### src/design/pn3d_pkg.sv
package pn3d_pkg;

  localparam int FRAC_BITS  = 16;
  localparam int COORD_W    = 24;
  localparam int INT_BITS   = COORD_W - FRAC_BITS;
  localparam int OUT_W      = 16;
  // Signed working width for fractions, dots and interpolants.
  localparam int VAL_W      = FRAC_BITS + 4;
  localparam int PIPE_DEPTH = 12;

  typedef logic [FRAC_BITS-1:0] frac_t;
  typedef logic signed [VAL_W-1:0] val_t;
  typedef logic [7:0] idx_t;

  localparam logic [7:0] PERM_ROM [256] = '{
    8'd151,8'd160,8'd137,8'd91,8'd90,8'd15,8'd131,8'd13,8'd201,8'd95,8'd96,8'd53,8'd194,
    8'd233,8'd7,8'd225,8'd140,8'd36,8'd103,8'd30,8'd69,8'd142,8'd8,8'd99,8'd37,8'd240,
    8'd21,8'd10,8'd23,8'd190,8'd6,8'd148,8'd247,8'd120,8'd234,8'd75,8'd0,8'd26,8'd197,
    8'd62,8'd94,8'd252,8'd219,8'd203,8'd117,8'd35,8'd11,8'd32,8'd57,8'd177,8'd33,8'd88,
    8'd237,8'd149,8'd56,8'd87,8'd174,8'd20,8'd125,8'd136,8'd171,8'd168,8'd68,8'd175,8'd74,
    8'd165,8'd71,8'd134,8'd139,8'd48,8'd27,8'd166,8'd77,8'd146,8'd158,8'd231,8'd83,8'd111,
    8'd229,8'd122,8'd60,8'd211,8'd133,8'd230,8'd220,8'd105,8'd92,8'd41,8'd55,8'd46,8'd245,
    8'd40,8'd244,8'd102,8'd143,8'd54,8'd65,8'd25,8'd63,8'd161,8'd1,8'd216,8'd80,8'd73,
    8'd209,8'd76,8'd132,8'd187,8'd208,8'd89,8'd18,8'd169,8'd200,8'd196,8'd135,8'd130,8'd116,
    8'd188,8'd159,8'd86,8'd164,8'd100,8'd109,8'd198,8'd173,8'd186,8'd3,8'd64,8'd52,8'd217,
    8'd226,8'd250,8'd124,8'd123,8'd5,8'd202,8'd38,8'd147,8'd118,8'd126,8'd255,8'd82,8'd85,
    8'd212,8'd207,8'd206,8'd59,8'd227,8'd47,8'd16,8'd58,8'd17,8'd182,8'd189,8'd28,8'd42,
    8'd223,8'd183,8'd170,8'd213,8'd119,8'd248,8'd152,8'd2,8'd44,8'd154,8'd163,8'd70,8'd221,
    8'd153,8'd101,8'd155,8'd167,8'd43,8'd172,8'd9,8'd129,8'd22,8'd39,8'd253,8'd19,8'd98,
    8'd108,8'd110,8'd79,8'd113,8'd224,8'd232,8'd178,8'd185,8'd112,8'd104,8'd218,8'd246,
    8'd97,8'd228,8'd251,8'd34,8'd242,8'd193,8'd238,8'd210,8'd144,8'd12,8'd191,8'd179,
    8'd162,8'd241,8'd81,8'd51,8'd145,8'd235,8'd249,8'd14,8'd239,8'd107,8'd49,8'd192,8'd214,
    8'd31,8'd181,8'd199,8'd106,8'd157,8'd184,8'd84,8'd204,8'd176,8'd115,8'd121,8'd50,
    8'd45,8'd127,8'd4,8'd150,8'd254,8'd138,8'd236,8'd205,8'd93,8'd222,8'd114,8'd67,8'd29,
    8'd24,8'd72,8'd243,8'd141,8'd128,8'd195,8'd78,8'd66,8'd215,8'd61,8'd156,8'd180
  };

  function automatic logic [7:0] perm_at(input logic [7:0] idx);
    return PERM_ROM[idx];
  endfunction

  // Gradient dot product for one corner.
  function automatic val_t dot_grad(input logic [3:0] h, input val_t dx,
                                    input val_t dy, input val_t dz);
    val_t s;
    val_t t;
    s = (h < 4'd8) ? dx : dy;
    if (h < 4'd4) t = dy;
    else if (h == 4'd12 || h == 4'd14) t = dx;
    else t = dz;
    return (h[0] ? -s : s) + (h[1] ? -t : t);
  endfunction

endpackage

### src/design/pn3d_lerp.sv
// Registered lerp a + floor((b-a)*w / 2^F); the product and then the sum are registered.
module pn3d_lerp (
  input  logic            clk,
  input  pn3d_pkg::val_t  a,
  input  pn3d_pkg::val_t  b,
  input  pn3d_pkg::frac_t w,
  output pn3d_pkg::val_t  y
);
  import pn3d_pkg::*;

  localparam int PW = VAL_W + FRAC_BITS + 2;

  logic signed [PW-1:0] prod;
  val_t a_q;
  logic signed [VAL_W:0] diff;

  assign diff = {a[VAL_W-1], a};
  always_ff @(posedge clk) begin
    prod <= ($signed({b[VAL_W-1], b}) - $signed(diff)) * $signed({1'b0, w});
    a_q  <= a;
  end
  // Arithmetic shift floors toward minus infinity.
  always_ff @(posedge clk) begin
    y <= a_q + val_t'(prod >>> FRAC_BITS);
  end
endmodule

### config.mk
export PLATFORM = sky130hd
export DESIGN_NAME = pn3d_lerp
export DESIGN_NICKNAME = d
export VERILOG_FILES = /design/src/design/pn3d_pkg.sv /design/src/design/pn3d_lerp.sv
export SDC_FILE = /design/constraint.sdc
export NUM_CORES = 1
export LEC_CHECK = 0
export BUFFER_PORTS_ARGS = -buffer_cell sky130_fd_sc_hd__buf_2
export CORE_UTILIZATION = 66
export CTS_BUF_LIST = sky130_fd_sc_hd__clkbuf_4 sky130_fd_sc_hd__clkbuf_8
export CTS_CLUSTER_DIAMETER = 60
export DETAILED_ROUTE_END_ITERATION = 10
export GPL_TIMING_DRIVEN = 0
export PLACE_DENSITY = 0.85
export SKIP_LAST_GASP = 1
export SYNTH_ARGS = -nofsm -noshare
export SYNTH_HDL_FRONTEND = slang
export SYNTH_SLANG_ARGS = --single-unit
export TNS_END_PERCENT = 100
### constraint.sdc
create_clock -name clk -period 12.72 [get_ports clk]
set_clock_uncertainty 0.05 [all_clocks]
set_input_delay 3.816 -clock clk [delete_from_list [all_inputs] [get_ports clk]]
set_output_delay 3.816 -clock clk [all_outputs]
set_load 0.1 [all_outputs]
==> reports/results.txt <==
The run finished with clean final reports. The proportion of register bits with asynchronous set or reset after synthesis was 0%; the timing-limited maximum frequency was 0.08047 GHz. STA classifies the critical path startpoint as an input port. The synthesized net count came out at 2135.

The cell taking the most area after synthesis was sky130_fd_sc_hd__fa_1. The via count of the first global-routing pass came out at 12260. The post-DP HPWL is 30620 um, and the pin count of the biggest net entering global routing is 12.

The transition time at the pin with the least slew margin is 1.013 ns. For the number of hold-repair buffers added at the cts stage, the log shows 0. After synthesis the netlist holds a flip-flop and latch count of 60. The H-tree generated during clock tree synthesis spans 3 levels.

Final setup TNS: 0 ns. Highest cell delay on the worst timing path: 0.55 ns. The count of maximum capacitance violations is 0. STA puts the critical path data required time at 12.91 ns. From synthesis to final layout, the design area changed by 6.863%. The combined area of all synthesized cells was 0.01471 mm2; the total number of vias was 11320. The tree is rooted in a sky130_fd_sc_hd__clkbuf_8. For the number of distinct standard cells referenced by the synthesized netlist, the log shows 59. The final routed wirelength across all metal layers came out at 36410 um. STA classifies the critical path endpoint as a flop.

TritonCTS built the clock tree. In this run the tool buffered the top-level ports with 75 buffer cells. Mean instance size in the synthesized netlist: 9.015 um2. Yosys attributes the largest share of cell area to sky130_fd_sc_hd__fa_1, sky130_fd_sc_hd__ha_1, sky130_fd_sc_hd__inv_1. Together, buffers and inverters on the worst path number 5. The run gives 2 as the maximum number of buffers from clock root to sink.

Area of the core: 0.02182 mm2. The most common flop cell mapped by yosys was sky130_fd_sc_hd__dfxtp_1. The total clock sinks was 60; the number of buffers added for setup after CTS was 0. The first global-routing pass estimated 58910 um of wire. The later-pin clock latency in the skew report was 0.36 ns.

The final period demand of the worst path came out at 12.43 ns. The tightest min-delay check is of the reg2reg type. The routed wire length per instance works out to 18.17 um.

At the end of the flow the core is filled with cells to 72.04%. Global routing used 34.55% of the available tracks. The hold violation count in the final report is 0, and the overall die width is 151.3 um. Summed over all layers, the global routing overflow is 0.

The largest driver fanout on the critical path works out to 10. For this block, the initial DRC count from the detailed router was 585. Measured along the y axis, the die boundary spans 151.3 um. The commonest cells after synthesis are sky130_fd_sc_hd__inv_1, sky130_fd_sc_hd__fa_1, sky130_fd_sc_hd__nand2_1, sky130_fd_sc_hd__ha_1, sky130_fd_sc_hd__and2_1. The post-route clock period utilization is 97.70%, and the final-report setup violation count is 0. Buffers inserted during clock tree synthesis total 9.

At the end of routability-driven placement, the weighted congestion stood at 1.015. The run gives 0 as the final-report max-slew violation count. Setup repair after global routing could not meet its margin everywhere. The run gives 54 as the number of rows created at floorplan. During synthesis, Yosys emitted a total of 0 warnings.

Mean number of vias per cell: 5.650. The leading cell type by number of instances after synthesis is sky130_fd_sc_hd__inv_1. The total DRC errors in the routed layout is 0. For the post-detailed-route count of antenna-violating nets, the log shows 0. The synthesized design contains 0 enable-type register cells. After routing the design area is 0.01572 mm2. The cell area after placement came out at 0.01544 mm2. In this design, the critical path's most frequently occurring cell is sky130_fd_sc_hd__fa_1. At the end of the flow, the number of nets in the layout was 2221.

For this configuration, the core starts out at a cell density of 67.42%. The share of synthesized area in the top cell type comes to 43.27%. The worst relative slew slack was 32.00%. The worst setup path is of the in2reg kind.

Synthesis produced a netlist whose cell count is 1632. The cell type group with the largest total delay on the critical path was adder cells. Number of antenna violations at the first check in global routing: 1.

At the worst endpoint, the arrival time is 12.62 ns. During I/O placement, the number of pins put on the boundary was 77. The clock transition time at the flip-flop clock pins of the worst setup and hold paths is 0.07 ns, and the count of TritonRoute iterations in the first routing pass is 5. After synthesis, flip-flops and latches occupy 8.164% of the total area. The master of the slowest instance on the critical path was sky130_fd_sc_hd__fa_1.

In the final layout, the share of cells above drive strength 1 is 7.139%. The die covers 0.02289 mm2.
cells in the final DEF, fill, tap and decap left out, drive strengths merged, types with 6 or more instances in the layout:
master,netlist,routed
a211oi,6,6
a21boi,9,9
a21o,16,16
a21oi,39,39
a31oi,6,6
and2,121,121
and3,7,7
buf,5,80
clkbuf,51,60
dfxtp,60,60
fa,318,318
ha,128,128
inv,420,420
nand2,203,203
nand2b,15,15
nor2,30,30
nor2b,33,33
nor3,16,16
o21a,9,9
o21ai,22,22
xnor2,49,49
xor2,17,17
worst paths after layout:
path	startpoint	end	slack (ns)	depth (start not counted)
max	a[0]	prod[34]	0.29	30
min	a_q[0]	y[0]	0.43	1
max reg2reg	prod[16]	y[18]	9.76	12
min reg2reg	a_q[0]	y[0]	0.43	1
layer usage:
metal	part of all wire (%)	up-vias	track usage (%)
li1	-	4986	-
met1	36	5676	39.43
met3	7.1	171	6.988
met2	50	490	58.84
met5	0	-	0
met4	6.9	0	22.60
worst register-to-register path: stages (launching register included):
cell and delay, ns:
sky130_fd_sc_hd__dfxtp_1 0.33, sky130_fd_sc_hd__ha_1 0.17, sky130_fd_sc_hd__inv_1 0.06, sky130_fd_sc_hd__fa_1 0.39, sky130_fd_sc_hd__nor2b_1 0.16, sky130_fd_sc_hd__o21ai_2 0.07, sky130_fd_sc_hd__a21boi_1 0.24, sky130_fd_sc_hd__o21ai_2 0.09
sky130_fd_sc_hd__a21boi_1 0.38, sky130_fd_sc_hd__or4b_4 0.24, sky130_fd_sc_hd__a2111oi_4 0.08, sky130_fd_sc_hd__or4_1 0.53, sky130_fd_sc_hd__o311ai_1 0.08
flip-flops by register name, indices dropped and copies added, names as in the netlist:
signal	flops
a_q	20
prod	20
y	20
through the flow:
step           setup slack (ns)  hold WS [ns]  std cells
3_5_place_dp            -0.2961        0.4000       1987
6_report                 0.2924        0.4288       2004
4_1_cts                 0.02984        0.4329       2003
5_1_grt                -0.04572        0.4392       2003
2_1_floorplan             1.488        0.3700       1632
3_3_place_gp           -0.06592        0.3929       1987
final cells by class:
| class | instances | area [um2] |
|---|---|---|
| well taps | 280 | 350.3 |
| plain buffers | 56 | 219.0 |
| diodes | 1 | 2.502 |
| inverters | 420 | 1577 |
| fillers | 1587 | 6101 |
| flip-flops and latches | 60 | 1201 |
| clock buffers | 9 | 123.9 |
| multi-input cells | 1096 | 11780 |
| clock inverters | 7 | 91.34 |
| repair buffers | 75 | 375.4 |
cell families (layout without fill, tap and decap cells):
logic type / after synthesis / after routing / share of synthesized area [%]
multiplexers: 1 / 1 / 0.06804
AND/OR/NAND/NOR: 446 / 446 / 14.94
buffers and inverters: 476 / 567 / 12.19
adder cells (fa/ha/maj): 450 / 450 / 54.43
XOR/XNOR: 66 / 66 / 3.980
flip-flops: 60 / 60 / 8.164
AO/OA/AOI/OAI: 133 / 133 / 6.234
other: 0 / 1 / 0
what timing repair did:
action,in CTS,in global routing
gates resized for setup,0,13
hold endpoints to repair,0,0
endpoints found under the setup margin,0,7
Power is not shown: default switching activity piles up to over one toggle a cycle in this logic, so the estimate is an artifact.
